## config.mk

```make
export PLATFORM = sky130hd
export DESIGN_NAME = kdop_triangle_bounds
export DESIGN_NICKNAME = d
export VERILOG_FILES = /design/src/rtl/core/kdtb_pkg.sv /design/src/rtl/core/kdop_triangle_bounds.sv /design/src/rtl/core/kdtb_seq.sv /design/src/rtl/core/kdtb_proj.sv /design/src/rtl/core/kdtb_minmax.sv /design/src/rtl/core/kdtb_bound.sv
export SDC_FILE = /design/constraint.sdc
export NUM_CORES = 2
export LEC_CHECK = 0
export BUFFER_PORTS_ARGS = -buffer_cell sky130_fd_sc_hd__buf_2
export CORE_MARGIN = 3
export CORE_UTILIZATION = 45
export CTS_CLUSTER_SIZE = 12
export DETAILED_ROUTE_END_ITERATION = 6
export HOLD_SLACK_MARGIN = 0.08
export SETUP_SLACK_MARGIN = 0.5
export SYNTH_ARGS = -nofsm -noshare
export SYNTH_HDL_FRONTEND = slang
export SYNTH_SLANG_ARGS = --single-unit
```

## constraint.sdc

```tcl
create_clock -name clk -period 13.65 [get_ports clk]
set_input_delay 2.0475 -clock clk [delete_from_list [all_inputs] [get_ports clk]]
set_output_delay 2.0475 -clock clk [all_outputs]
set_load 0.005 [all_outputs]
```

## src/rtl/core/kdtb_pkg.sv

```systemverilog
// Shared widths, register codes, direction table and arithmetic helpers for kdop_triangle_bounds.
package kdtb_pkg;

    localparam int COORD_W   = 32;
    localparam int NUM_DIR   = 13;
    localparam int AXIS_W    = 4;
    localparam int LEAF_W    = 20;
    localparam int SET_W     = 3;
    localparam int MARGIN_W  = 21;
    localparam int CFG_IDX_W = 2;
    localparam int CFG_DAT_W = MARGIN_W;
    localparam int BOUND_W   = COORD_W + 3;
    // a sum of three coordinates
    localparam int SUM_W     = COORD_W + 2;
    // wide enough for sum plus or minus margin, and for the bound limits
    localparam int ARITH_W   = ((SUM_W > MARGIN_W) ? SUM_W : MARGIN_W) + 1;
    localparam int XW        = (ARITH_W > BOUND_W) ? ARITH_W : BOUND_W;

    localparam logic signed [XW-1:0] BMAX_X = (XW'(1) <<< (BOUND_W - 1)) - XW'(1);
    localparam logic signed [XW-1:0] BMIN_X = -BMAX_X - XW'(1);

    // configuration register indexes
    localparam logic [CFG_IDX_W-1:0] REG_AXIS_SET       = CFG_IDX_W'(0);
    localparam logic [CFG_IDX_W-1:0] REG_INFLATE_MARGIN = CFG_IDX_W'(1);

    // axis set codes
    localparam logic [SET_W-1:0] SET_AXES_0_2  = SET_W'(0);
    localparam logic [SET_W-1:0] SET_AXES_0_3  = SET_W'(1);
    localparam logic [SET_W-1:0] SET_AXES_0_6  = SET_W'(2);
    localparam logic [SET_W-1:0] SET_AXES_7_12 = SET_W'(3);
    localparam logic [SET_W-1:0] SET_AXES_ALL  = SET_W'(4);

    // direction component codes
    localparam logic [1:0] DC_ZERO = 2'd0;
    localparam logic [1:0] DC_POS  = 2'd1;
    localparam logic [1:0] DC_NEG  = 2'd2;

    typedef logic [2:0][COORD_W-1:0] vertex_t;
    typedef logic [2:0][1:0]         dir_t;

    typedef struct packed {
        logic                valid;
        logic [AXIS_W-1:0]   axis;
        logic                last;
        logic [LEAF_W-1:0]   leaf;
        logic [2:0][2:0][COORD_W-1:0] verts;
    } issue_t;

    typedef struct packed {
        logic                valid;
        logic [AXIS_W-1:0]   axis;
        logic                last;
        logic [LEAF_W-1:0]   leaf;
        logic [2:0][SUM_W-1:0] proj;
    } proj_t;

    typedef struct packed {
        logic                valid;
        logic [AXIS_W-1:0]   axis;
        logic                last;
        logic [LEAF_W-1:0]   leaf;
        logic [SUM_W-1:0]    mn;
        logic [SUM_W-1:0]    mx;
    } span_t;

    function automatic logic [AXIS_W-1:0] set_first(input logic [SET_W-1:0] s);
        logic [AXIS_W-1:0] f;
        f = '0;
        if (s == SET_AXES_7_12)
        begin
            f = AXIS_W'(7);
        end
        return f;
    endfunction

    // end is exclusive; unknown codes give an empty set
    function automatic logic [AXIS_W-1:0] set_end(input logic [SET_W-1:0] s);
        logic [AXIS_W-1:0] e;
        unique case (s)
            SET_AXES_0_2:  e = AXIS_W'(3);
            SET_AXES_0_3:  e = AXIS_W'(4);
            SET_AXES_0_6:  e = AXIS_W'(7);
            SET_AXES_7_12: e = AXIS_W'(13);
            SET_AXES_ALL:  e = AXIS_W'(13);
            default:       e = '0;
        endcase
        if (e > AXIS_W'(NUM_DIR))
        begin
            e = AXIS_W'(NUM_DIR);
        end
        return e;
    endfunction

    // components ordered [0]=x, [1]=y, [2]=z
    function automatic dir_t dir_code(input logic [AXIS_W-1:0] a);
        dir_t d;
        unique case (a)
            4'd0:    d = {DC_ZERO, DC_ZERO, DC_POS };
            4'd1:    d = {DC_ZERO, DC_POS,  DC_ZERO};
            4'd2:    d = {DC_POS,  DC_ZERO, DC_ZERO};
            4'd3:    d = {DC_POS,  DC_POS,  DC_POS };
            4'd4:    d = {DC_POS,  DC_NEG,  DC_POS };
            4'd5:    d = {DC_NEG,  DC_POS,  DC_POS };
            4'd6:    d = {DC_NEG,  DC_NEG,  DC_POS };
            4'd7:    d = {DC_ZERO, DC_POS,  DC_POS };
            4'd8:    d = {DC_POS,  DC_ZERO, DC_POS };
            4'd9:    d = {DC_POS,  DC_POS,  DC_ZERO};
            4'd10:   d = {DC_ZERO, DC_NEG,  DC_POS };
            4'd11:   d = {DC_NEG,  DC_ZERO, DC_POS };
            4'd12:   d = {DC_NEG,  DC_POS,  DC_ZERO};
            default: d = {DC_ZERO, DC_ZERO, DC_ZERO};
        endcase
        return d;
    endfunction

    function automatic logic signed [SUM_W-1:0] project(input vertex_t v, input dir_t d);
        logic signed [SUM_W-1:0] acc;
        logic signed [SUM_W-1:0] c;
        acc = '0;
        for (int k = 0; k < 3; k++)
        begin
            c = SUM_W'($signed(v[k]));
            case (d[k])
                DC_POS:  acc = acc + c;
                DC_NEG:  acc = acc - c;
                default: acc = acc;
            endcase
        end
        return acc;
    endfunction

    function automatic logic [BOUND_W-1:0] sat_bound(input logic signed [XW-1:0] v);
        logic [BOUND_W-1:0] r;
        if (v > BMAX_X)
        begin
            r = BMAX_X[BOUND_W-1:0];
        end
        else if (v < BMIN_X)
        begin
            r = BMIN_X[BOUND_W-1:0];
        end
        else
        begin
            r = v[BOUND_W-1:0];
        end
        return r;
    endfunction

endpackage

```

## src/rtl/core/kdop_triangle_bounds.sv

```systemverilog
// Top level: k-DOP bounds of one triangle, one bound pair per axis per cycle
//   while out_ready does not hold the pipeline. A request passes the holding
//   register, projection, min/max, and margin + output register in that order.
// The axis sequencer issues every axis of the set (3, 4, 7, 6 or 13 of them) and
//   takes the next triangle on the last one; an empty set yields no results.
// Reset: asynchronous active-low; clears all valid bits, axis_set to 0, margin to 1.
module kdop_triangle_bounds (
    input  logic                                 clk,
    input  logic                                 rst_n,
    // configuration
    input  logic                                 cfg_valid,
    output logic                                 cfg_ready,
    input  logic [kdtb_pkg::CFG_IDX_W-1:0]       cfg_index,
    input  logic [kdtb_pkg::CFG_DAT_W-1:0]       cfg_data,
    // triangle requests
    input  logic                                 in_valid,
    output logic                                 in_ready,
    input  logic signed [kdtb_pkg::COORD_W-1:0]  ax,
    input  logic signed [kdtb_pkg::COORD_W-1:0]  ay,
    input  logic signed [kdtb_pkg::COORD_W-1:0]  az,
    input  logic signed [kdtb_pkg::COORD_W-1:0]  bx,
    input  logic signed [kdtb_pkg::COORD_W-1:0]  by,
    input  logic signed [kdtb_pkg::COORD_W-1:0]  bz,
    input  logic signed [kdtb_pkg::COORD_W-1:0]  cx,
    input  logic signed [kdtb_pkg::COORD_W-1:0]  cy,
    input  logic signed [kdtb_pkg::COORD_W-1:0]  cz,
    input  logic [kdtb_pkg::LEAF_W-1:0]          leaf_id,
    // bound results
    output logic                                 out_valid,
    input  logic                                 out_ready,
    output logic [kdtb_pkg::AXIS_W-1:0]          axis_number,
    output logic signed [kdtb_pkg::BOUND_W-1:0]  low_bound,
    output logic signed [kdtb_pkg::BOUND_W-1:0]  high_bound,
    output logic [kdtb_pkg::LEAF_W-1:0]          leaf_tag,
    output logic                                 last_axis
);
    import kdtb_pkg::*;

    logic [SET_W-1:0]              axis_set_reg;
    logic [MARGIN_W-1:0]           margin_reg;
    logic [MARGIN_W-1:0]           eps;
    logic                          advance;
    logic [2:0][2:0][COORD_W-1:0]  verts;
    issue_t                        issue;
    proj_t                         prj;
    span_t                         span;
    logic [BOUND_W-1:0]            low_raw;
    logic [BOUND_W-1:0]            high_raw;

    // Config writes always land; the user sends them only while idle; not enforced.
    assign cfg_ready = 1'b1;

    always_ff @(posedge clk or negedge rst_n)
    begin
        if (!rst_n)
        begin
            axis_set_reg <= SET_AXES_0_2;
            margin_reg   <= MARGIN_W'(1);
        end
        else if (cfg_valid && cfg_ready)
        begin
            unique case (cfg_index)
                REG_AXIS_SET:       axis_set_reg <= cfg_data[SET_W-1:0];
                REG_INFLATE_MARGIN: margin_reg   <= cfg_data;
                default:            ;
            endcase
        end
    end

    // Margin floor of one LSB.
    assign eps = (margin_reg == '0) ? MARGIN_W'(1) : margin_reg;

    // Whole pipeline moves together; it only holds when a finished result waits.
    assign advance = !out_valid || out_ready;

    // vertex i, component k: [0]=x, [1]=y, [2]=z
    assign verts = {{cz, cy, cx}, {bz, by, bx}, {az, ay, ax}};

    kdtb_seq u_seq (
        .clk      (clk),
        .rst_n    (rst_n),
        .in_valid (in_valid),
        .in_ready (in_ready),
        .verts    (verts),
        .leaf_id  (leaf_id),
        .axis_set (axis_set_reg),
        .advance  (advance),
        .issue    (issue)
    );

    kdtb_proj u_proj (
        .clk     (clk),
        .rst_n   (rst_n),
        .advance (advance),
        .issue   (issue),
        .stage   (prj)
    );

    kdtb_minmax u_minmax (
        .clk     (clk),
        .rst_n   (rst_n),
        .advance (advance),
        .prj     (prj),
        .stage   (span)
    );

    kdtb_bound u_bound (
        .clk         (clk),
        .rst_n       (rst_n),
        .advance     (advance),
        .span        (span),
        .eps         (eps),
        .out_valid   (out_valid),
        .axis_number (axis_number),
        .low_bound   (low_raw),
        .high_bound  (high_raw),
        .leaf_tag    (leaf_tag),
        .last_axis   (last_axis)
    );

    assign low_bound  = $signed(low_raw);
    assign high_bound = $signed(high_raw);

endmodule

```

## src/rtl/core/kdtb_seq.sv

```systemverilog
// Triangle holding register and axis sequencer: issues one axis per cycle unless the pipeline stalls.
module kdtb_seq (
    input  logic                              clk,
    input  logic                              rst_n,
    input  logic                              in_valid,
    output logic                              in_ready,
    input  logic [2:0][2:0][kdtb_pkg::COORD_W-1:0] verts,
    input  logic [kdtb_pkg::LEAF_W-1:0]       leaf_id,
    input  logic [kdtb_pkg::SET_W-1:0]        axis_set,
    input  logic                              advance,
    output kdtb_pkg::issue_t                  issue
);
    import kdtb_pkg::*;

    logic                          busy_reg,  busy_next;
    logic [AXIS_W-1:0]             axis_reg,  axis_next;
    logic [AXIS_W-1:0]             end_reg,   end_next;
    logic [2:0][2:0][COORD_W-1:0]  verts_reg;
    logic [LEAF_W-1:0]             leaf_reg;
    logic                          last;
    logic                          accept;
    logic [AXIS_W-1:0]             first_sel;
    logic [AXIS_W-1:0]             end_sel;

    assign last      = (axis_reg + AXIS_W'(1)) == end_reg;
    assign in_ready  = !busy_reg || (advance && last);
    assign accept    = in_valid && in_ready;
    assign first_sel = set_first(axis_set);
    assign end_sel   = set_end(axis_set);

    always_comb
    begin
        busy_next = busy_reg;
        axis_next = axis_reg;
        end_next  = end_reg;
        if (accept)
        begin
            // empty set: request is consumed with no results
            busy_next = first_sel < end_sel;
            axis_next = first_sel;
            end_next  = end_sel;
        end
        else if (busy_reg && advance)
        begin
            busy_next = !last;
            axis_next = axis_reg + AXIS_W'(1);
        end
    end

    always_ff @(posedge clk or negedge rst_n)
    begin
        if (!rst_n)
        begin
            busy_reg <= 1'b0;
            axis_reg <= '0;
            end_reg  <= '0;
        end
        else
        begin
            busy_reg <= busy_next;
            axis_reg <= axis_next;
            end_reg  <= end_next;
        end
    end

    always_ff @(posedge clk)
    begin
        if (accept)
        begin
            verts_reg <= verts;
            leaf_reg  <= leaf_id;
        end
    end

    assign issue.valid = busy_reg;
    assign issue.axis  = axis_reg;
    assign issue.last  = last;
    assign issue.leaf  = leaf_reg;
    assign issue.verts = verts_reg;

endmodule

```

## src/rtl/core/kdtb_proj.sv

```systemverilog
// Projection stage: three vertex projections onto the issued axis.
module kdtb_proj (
    input  logic              clk,
    input  logic              rst_n,
    input  logic              advance,
    input  kdtb_pkg::issue_t  issue,
    output kdtb_pkg::proj_t   stage
);
    import kdtb_pkg::*;

    proj_t stage_reg, stage_next;
    dir_t  dir;

    assign dir = dir_code(issue.axis);

    always_comb
    begin
        stage_next.valid = issue.valid;
        stage_next.axis  = issue.axis;
        stage_next.last  = issue.last;
        stage_next.leaf  = issue.leaf;
        for (int i = 0; i < 3; i++)
        begin
            stage_next.proj[i] = project(issue.verts[i], dir);
        end
    end

    always_ff @(posedge clk or negedge rst_n)
    begin
        if (!rst_n)
        begin
            stage_reg <= '0;
        end
        else if (advance)
        begin
            stage_reg <= stage_next;
        end
    end

    assign stage = stage_reg;

endmodule

```

## src/rtl/core/kdtb_minmax.sv

```systemverilog
// Min/max stage over the three projections.
module kdtb_minmax (
    input  logic              clk,
    input  logic              rst_n,
    input  logic              advance,
    input  kdtb_pkg::proj_t   prj,
    output kdtb_pkg::span_t   stage
);
    import kdtb_pkg::*;

    span_t stage_reg, stage_next;
    logic signed [SUM_W-1:0] p0, p1, p2;
    logic signed [SUM_W-1:0] mn01, mx01;

    assign p0   = $signed(prj.proj[0]);
    assign p1   = $signed(prj.proj[1]);
    assign p2   = $signed(prj.proj[2]);
    assign mn01 = (p1 < p0) ? p1 : p0;
    assign mx01 = (p1 > p0) ? p1 : p0;

    always_comb
    begin
        stage_next.valid = prj.valid;
        stage_next.axis  = prj.axis;
        stage_next.last  = prj.last;
        stage_next.leaf  = prj.leaf;
        stage_next.mn    = (p2 < mn01) ? p2 : mn01;
        stage_next.mx    = (p2 > mx01) ? p2 : mx01;
    end

    always_ff @(posedge clk or negedge rst_n)
    begin
        if (!rst_n)
        begin
            stage_reg <= '0;
        end
        else if (advance)
        begin
            stage_reg <= stage_next;
        end
    end

    assign stage = stage_reg;

endmodule

```

## src/rtl/core/kdtb_bound.sv

```systemverilog
// Margin stage and output register: widens the span and holds the result request.
module kdtb_bound (
    input  logic                          clk,
    input  logic                          rst_n,
    input  logic                          advance,
    input  kdtb_pkg::span_t               span,
    input  logic [kdtb_pkg::MARGIN_W-1:0] eps,
    output logic                          out_valid,
    output logic [kdtb_pkg::AXIS_W-1:0]   axis_number,
    output logic [kdtb_pkg::BOUND_W-1:0]  low_bound,
    output logic [kdtb_pkg::BOUND_W-1:0]  high_bound,
    output logic [kdtb_pkg::LEAF_W-1:0]   leaf_tag,
    output logic                          last_axis
);
    import kdtb_pkg::*;

    logic                     valid_reg;
    logic [AXIS_W-1:0]        axis_reg;
    logic [BOUND_W-1:0]       low_reg,  low_next;
    logic [BOUND_W-1:0]       high_reg, high_next;
    logic [LEAF_W-1:0]        leaf_reg;
    logic                     last_reg;
    logic signed [XW-1:0]     eps_x;
    logic signed [XW-1:0]     low_x;
    logic signed [XW-1:0]     high_x;

    assign eps_x     = XW'($signed({1'b0, eps}));
    assign low_x     = XW'($signed(span.mn)) - eps_x;
    assign high_x    = XW'($signed(span.mx)) + eps_x;
    assign low_next  = sat_bound(low_x);
    assign high_next = sat_bound(high_x);

    always_ff @(posedge clk or negedge rst_n)
    begin
        if (!rst_n)
        begin
            valid_reg <= 1'b0;
        end
        else if (advance)
        begin
            valid_reg <= span.valid;
        end
    end

    always_ff @(posedge clk)
    begin
        if (advance)
        begin
            axis_reg <= span.axis;
            low_reg  <= low_next;
            high_reg <= high_next;
            leaf_reg <= span.leaf;
            last_reg <= span.last;
        end
    end

    assign out_valid   = valid_reg;
    assign axis_number = axis_reg;
    assign low_bound   = low_reg;
    assign high_bound  = high_reg;
    assign leaf_tag    = leaf_reg;
    assign last_axis   = last_reg;

endmodule

```

# ---- Yosys cells after proc, flatten, opt, wreduce, memory -nomap -nowiden
# Memory sizes are Yosys's and may differ from the RTL's.
# Index checks and enable logic that the tools add are counted.
# W data, S select, Z words.
dict set report totals {
  ff_bits 659
  latch_bits 0
  ramBits 0
  romBits 80
  inputBits 336
  out_inout_bits 98
  elab_cells 113
  memories 1
}
# memory words width rd rd_ports_with_merged_regs wr line
set mem_list {}
lappend mem_list {{(no name shown)} 16 5 1 0 0 kdtb_pkg.sv:97} ;# unique case (a)
dict set report classes {
  addsub 18
  mul 0
  n_div 0
  order_cmp 10
  n_eq_ne 12
  shifts 0
  n_mux 23
  bitwise 0
  n_reduce_logical 15
}
# cell count
set ops {}
lappend ops {{$pmux W34 S2} 9}
lappend ops {{$add A34 B32 Y34} 6}
lappend ops {{$sub A34 B32 Y34} 6}
lappend ops {{$mux W34} 4}
lappend ops {{$sub A1 B32 Y33 const A} 3}
lappend ops {{$gt A35 B35 Y1 const B} 2}
lappend ops {{$lt A35 B35 Y1 const B} 2}
lappend ops {{$mux W35} 2}
lappend ops {{$gt A34 B34 Y1} 2}
lappend ops {{$lt A34 B34 Y1} 2}
lappend ops {{$add A34 B22 Y35} 1}
lappend ops {{$sub A34 B22 Y35} 1}
lappend ops {{$logic_not A21 Y1} 1}
lappend ops {{$mux W21} 1}
lappend ops {{$pmux W4 S4} 1}
lappend ops {{$mux W4} 3}
lappend ops {{$eq A2 B1 Y1 const B} 4}
lappend ops {{$eq A2 B2 Y1 const B} 3}
lappend ops {{$eq A3 B2 Y1 const B} 2}
lappend ops {{$add A4 B1 Y4 const B} 1}
lappend ops {{$eq A4 B4 Y1} 1}
lappend ops {{$gt A4 B4 Y1 const B} 1}
lappend ops {{$lt A3 B4 Y1} 1}
lappend ops {{$reduce_and A2 Y1} 2}
lappend ops {{11 further kinds} 17}

# ---- Longest topological paths before layout
dict set report depth {
  word_depth 7
  depth_mapped 35
}

# ---- Hierarchy
# Synthesis repeated with hierarchy kept, for this count alone.
dict set report hier_totals {
  cells_unflattened 4773
  area_unflattened_um2 46315.7
}
# mod n_inst cells_each area_per_inst_um2
set by_module_without_submodules {}
lappend by_module_without_submodules {kdtb_proj 1 2941 21479.4}
lappend by_module_without_submodules {kdtb_seq 1 376 9854.5}
lappend by_module_without_submodules {kdtb_minmax 1 860 8159.1}
lappend by_module_without_submodules {kdtb_bound 1 514 5681.7}
lappend by_module_without_submodules {kdop_triangle_bounds 1 82 1141.1}

# ---- Worst setup path after synthesis
# OpenSTA, ideal clock, no wires.
dict set report synth_path {
  path_type {input to register}
  start {in out_ready}
  end {reg u_seq.verts_reg (netlist bit u_seq.issue[0]), enable pin}
  t_arrival_ns 8.660
  required_time_ns 12.990
  setup_slack_ns 4.330
  stages 7
  path_cell_list {nor2b_1 -> clkbuf_1 -> nor2_1 -> o2111ai_1 -> nand2_1 -> nand2_1 -> inv_1}
}
dict set report synth_via {
  elab_chain_len 4
}
# element line
set synth_lines {}
lappend synth_lines {{from (decl)} kdop_triangle_bounds.sv:30} ;# input logic out_ready,
lappend synth_lines {{$logic_or A1 B1 Y1} kdop_triangle_bounds.sv:74} ;# assign advance = !out_valid || out_ready;
lappend synth_lines {{$logic_and A1 B1 Y1} kdtb_seq.sv:26} ;# assign in_ready = !busy_reg || (advance && last);
lappend synth_lines {{$logic_or A1 B1 Y1} kdtb_seq.sv:26}
lappend synth_lines {{via in_ready} kdop_triangle_bounds.sv:17} ;# output logic in_ready,
lappend synth_lines {{$logic_and A1 B1 Y1} kdtb_seq.sv:27} ;# assign accept = in_valid && in_ready;
lappend synth_lines {{via u_seq.accept} kdtb_seq.sv:21} ;# logic accept;
lappend synth_lines {{to (signal assigned)} kdtb_seq.sv:70} ;# verts_reg <= verts;
lappend synth_lines {{to (decl)} kdtb_seq.sv:18} ;# logic [2:0][2:0][COORD_W-1:0] verts_reg;
# The timed path passes the listed nets, and every way through them passes these cells.
# A chain may end at the register's enable or synchronous reset.

# ---- Worst setup path after layout
dict set report layout_path {
  start {reg u_seq.axis_reg[0]}
  end {reg u_proj.stage_reg (netlist bit u_proj.stage[33])}
}
dict set report layout_via {
  elab_chain_len 7
  word_cells_on_any_way 14
  cone_classes {4 x add/sub; 6 x eq/ne; 3 x mux; 1 x memory}
}
# element line
set layout_lines {}
lappend layout_lines {{from (decl)} kdtb_seq.sv:16} ;# logic [AXIS_W-1:0] axis_reg, axis_next;
lappend layout_lines {{from (signal assigned)} kdtb_seq.sv:61} ;# axis_reg <= axis_next;
lappend layout_lines {{$mem_v2 Z16 W5 *} n/a}
lappend layout_lines {{$eq A2 B2 Y1 / $eq A2 B1 Y1 (equally long branches)} kdtb_pkg.sv:123} ;# case (d[k])
lappend layout_lines {{$pmux W34 S2} kdtb_pkg.sv:123}
lappend layout_lines {{$sub A34 B32 Y34 / $add A34 B32 Y34 (equally long branches)} {kdtb_pkg.sv:125, kdtb_pkg.sv:124}}
lappend layout_lines {{$pmux W34 S2} kdtb_pkg.sv:123}
lappend layout_lines {{$sub A34 B32 Y34 / $add A34 B32 Y34 (equally long branches)} {kdtb_pkg.sv:125, kdtb_pkg.sv:124}}
lappend layout_lines {{$pmux W34 S2 *} kdtb_pkg.sv:123}
lappend layout_lines {{to (signal assigned)} kdtb_proj.sv:36} ;# stage_reg <= stage_next;
lappend layout_lines {{to (decl)} kdtb_proj.sv:11} ;# proj_t stage_reg, stage_next;
# Mark *: on every way between the ends. The rest lies on a longest branch, timed or not.

==> results.toml <==
[outcome]
status = "completed"

[floorplan]
start_util = 0.456
dieWidth_um = 325
die_y_um = 325
ios = 434
dieArea_um2 = 106000
core_um2 = 100000
fp-row-count = 116

[place]
port_buffers = 432
placed_cells = 6443
dp_hpwl_um = 109000
gp_congestion = 0.941

[finish]
largest_register_ffs = 288
layout_commonest_cell = "nand2_1"
fin_nets = 5861
layout_common_cells = "451 x nand2_1, 431 x buf_2, 404 x a21oi_1"
syn_to_final_growth_pct = 12.6
layout-drive-gt1-share = 0.135
final_cells = 6579

[logic_synthesis]
synth_cell_types = 98
synth_area_leaders = "edfxtp_1 26%, dfrtp_1 14%, ha_1 9.6%, xnor2_1 5.8%, a21oi_1 4.4%"
yosys.area.top_type_share = 0.265
syn_area_um2 = 45800
post_synth.cell_area_avg_um2 = 9.43
syn-instance-count = 4852
yosys.area.top_type = "edfxtp_1"
seq_area_frac_synth = 0.405
ys_warn_count = 0
ys_ff_latch = 659
syn_nets = 5548
ys.flop_type = "edfxtp_1"
ys_async_sr_fraction = 0.388
synth_edf_count = 403

[routing]
drc = 0
wl_per_cell_um = 21.3
vias = 37619
postRouteWirelength_um = 140000
first_pass_iters = 5
viasPerCell = 5.72
antenna_left = 0
drt_iter0_drc = 3319

[global_routing]
antenna_found_initial = 3
grt_start_max_net_pins = 149
grt_pass1_vias = 35618
grt_pass1_wl_um = 214000
grt_usage = 0.259
overflow = 0

[clock_tree]
htree_levels = 3
cts.clk_slew.worst_paths_ns = 0.06
ctsResizeCount = 0
cts_tree = "built"
cts_hold_buf = 0
cts.sinks = 659
clockBufferDepth = 3
cts_setup_buffers = 0
clock_latency_ns = 0.66
cts_made_buffers = 76
cts-root-buf = "clkbuf_16"

[worst_hold_path]
holdPathStages = 2
min_to = "u_proj.stage[102]$_DFFE_PN0P_"
min_path_type = "reg -> reg"
hold_path.startpoint = "u_seq.leaf_reg[0]$_DFFE_PP_"

[critical_path]
ff2ff_setup_slack_ns = 5.21
required_ns = 14.22
cp_max_fo = 62
endpoint_kind = "register"
worstPathArrival_ns = 9.01
reg2regPathDepth = 27
rr_endpoint = "u_proj.stage[33]$_DFFE_PN0P_"
reg2reg_from = "u_seq.axis_reg[0]$_DFFE_PN0P_"
criticalPathCategory = "reg -> reg"
start_kind = "register"

[timing]
relSlewSlack = 0.226
hold_viol = 0
worst_pin_slew_ns = 1.15
layout_min_cycle_time_ns = 8.44
drv_slew = 0
fin_skew_ns = 0.0269
finalSetupViolations = 0
timing.setup.tns_ns = 0
period_share = 0.618
grt_setup_unrepaired = "no"
max_freq_mhz = 119

[job]
maxCapViolCount = 0
-- critical path, cell delays in order (launching register included) --
cell and delay (ns):
dfrtp_1 0.50, inv_1 0.15, ha_1 0.38, or3b_2 0.62
buf_4 0.57, and2_1 0.55, nand2_1 0.12, ha_1 0.23
fa_1 0.42, inv_1 0.07, a21oi_1 0.06, maj3_1 0.42
o211ai_1 0.43, nor2b_1 0.28, xnor2_1 0.09, o21ai_0 0.30
ha_1 0.34, a21oi_1 0.19, o21ai_0 0.11, a21o_1 0.19
a221o_1 0.40, a221o_1 0.36, a311o_1 0.45, a21oi_1 0.27
o31ai_1 0.13, xor2_1 0.17, or3_1 0.33, a31oi_1 0.18
-- layer usage --
layer,vias to the layer above,track usage,wire length [um]
met5,-,0,0
met4,0,0.0767,3900
met3,168,0.0373,9620
met2,1317,0.384,59200
met1,17793,0.390,67600
li1,18341,-,-
-- stage by stage --
step	hold WS [ns]	utilization	area, um2	worst slack [ns]
3_3_place_gp	0.425	0.489	49100	5.43
6_report	0.443	0.513	51500	5.21
2_1_floorplan	0.422	-	45800	4.33
4_1_cts	0.443	0.513	51500	5.32
3_5_place_dp	0.428	0.489	49100	5.32
5_1_grt	0.451	0.513	51500	4.55
-- area by class of cell --
type                       count  area, um2
fill                        9380      48900
multi-input combinational   3756      25700
sequential                   659      18500
timing repair buffer         463       2450
clock buffer                  99       2050
tap                         1357       1700
inverter                     209        800
clock inverter                35        369
antenna                        1       2.50
-- logic make-up (layout without fill, tap and decap cells) --
group	Yosys count	after routing	synth area share
and+or+nand+nor	1539	1539	0.165
muxes	204	204	0.0468
buffers and inverters	437	806	0.0363
xor gates and xnor gates	399	399	0.0767
adders and majority gates	365	365	0.101
DFF	659	659	0.405
other	1	2	0.0000820
AOI/OAI and AO/OA	1248	1248	0.170
-- cells in the mapped netlist (all sizes together) (126+ instances only) --
cell / count
nand2: 451
edfxtp: 403
o21ai: 297
clkbuf: 204
ha: 352
a21oi: 406
mux2i: 126
nor2: 382
xnor2: 303
inv: 208
a21o: 167
dfrtp: 255
-- worst max-delay path by stage --
stage,slack [ns],from,depth (start not counted),to
detailed placement,5.32,u_seq.axis_reg[0]$_DFFE_PN0P_,28,u_proj.stage[62]$_DFFE_PN0P_
global placement,5.43,u_seq.axis_reg[0]$_DFFE_PN0P_,28,u_proj.stage[62]$_DFFE_PN0P_
floorplan,4.33,out_ready,7,u_seq.issue[0]$_DFFE_PP_
finish,5.21,u_seq.axis_reg[0]$_DFFE_PN0P_,27,u_proj.stage[33]$_DFFE_PN0P_
global route,4.55,u_seq.axis_reg[0]$_DFFE_PN0P_,28,u_proj.stage[101]$_DFFE_PN0P_
CTS,5.32,u_seq.axis_reg[0]$_DFFE_PN0P_,28,u_proj.stage[62]$_DFFE_PN0P_
Power is not shown: default switching activity piles up to over one toggle a cycle in this logic, so the estimate is an artifact.
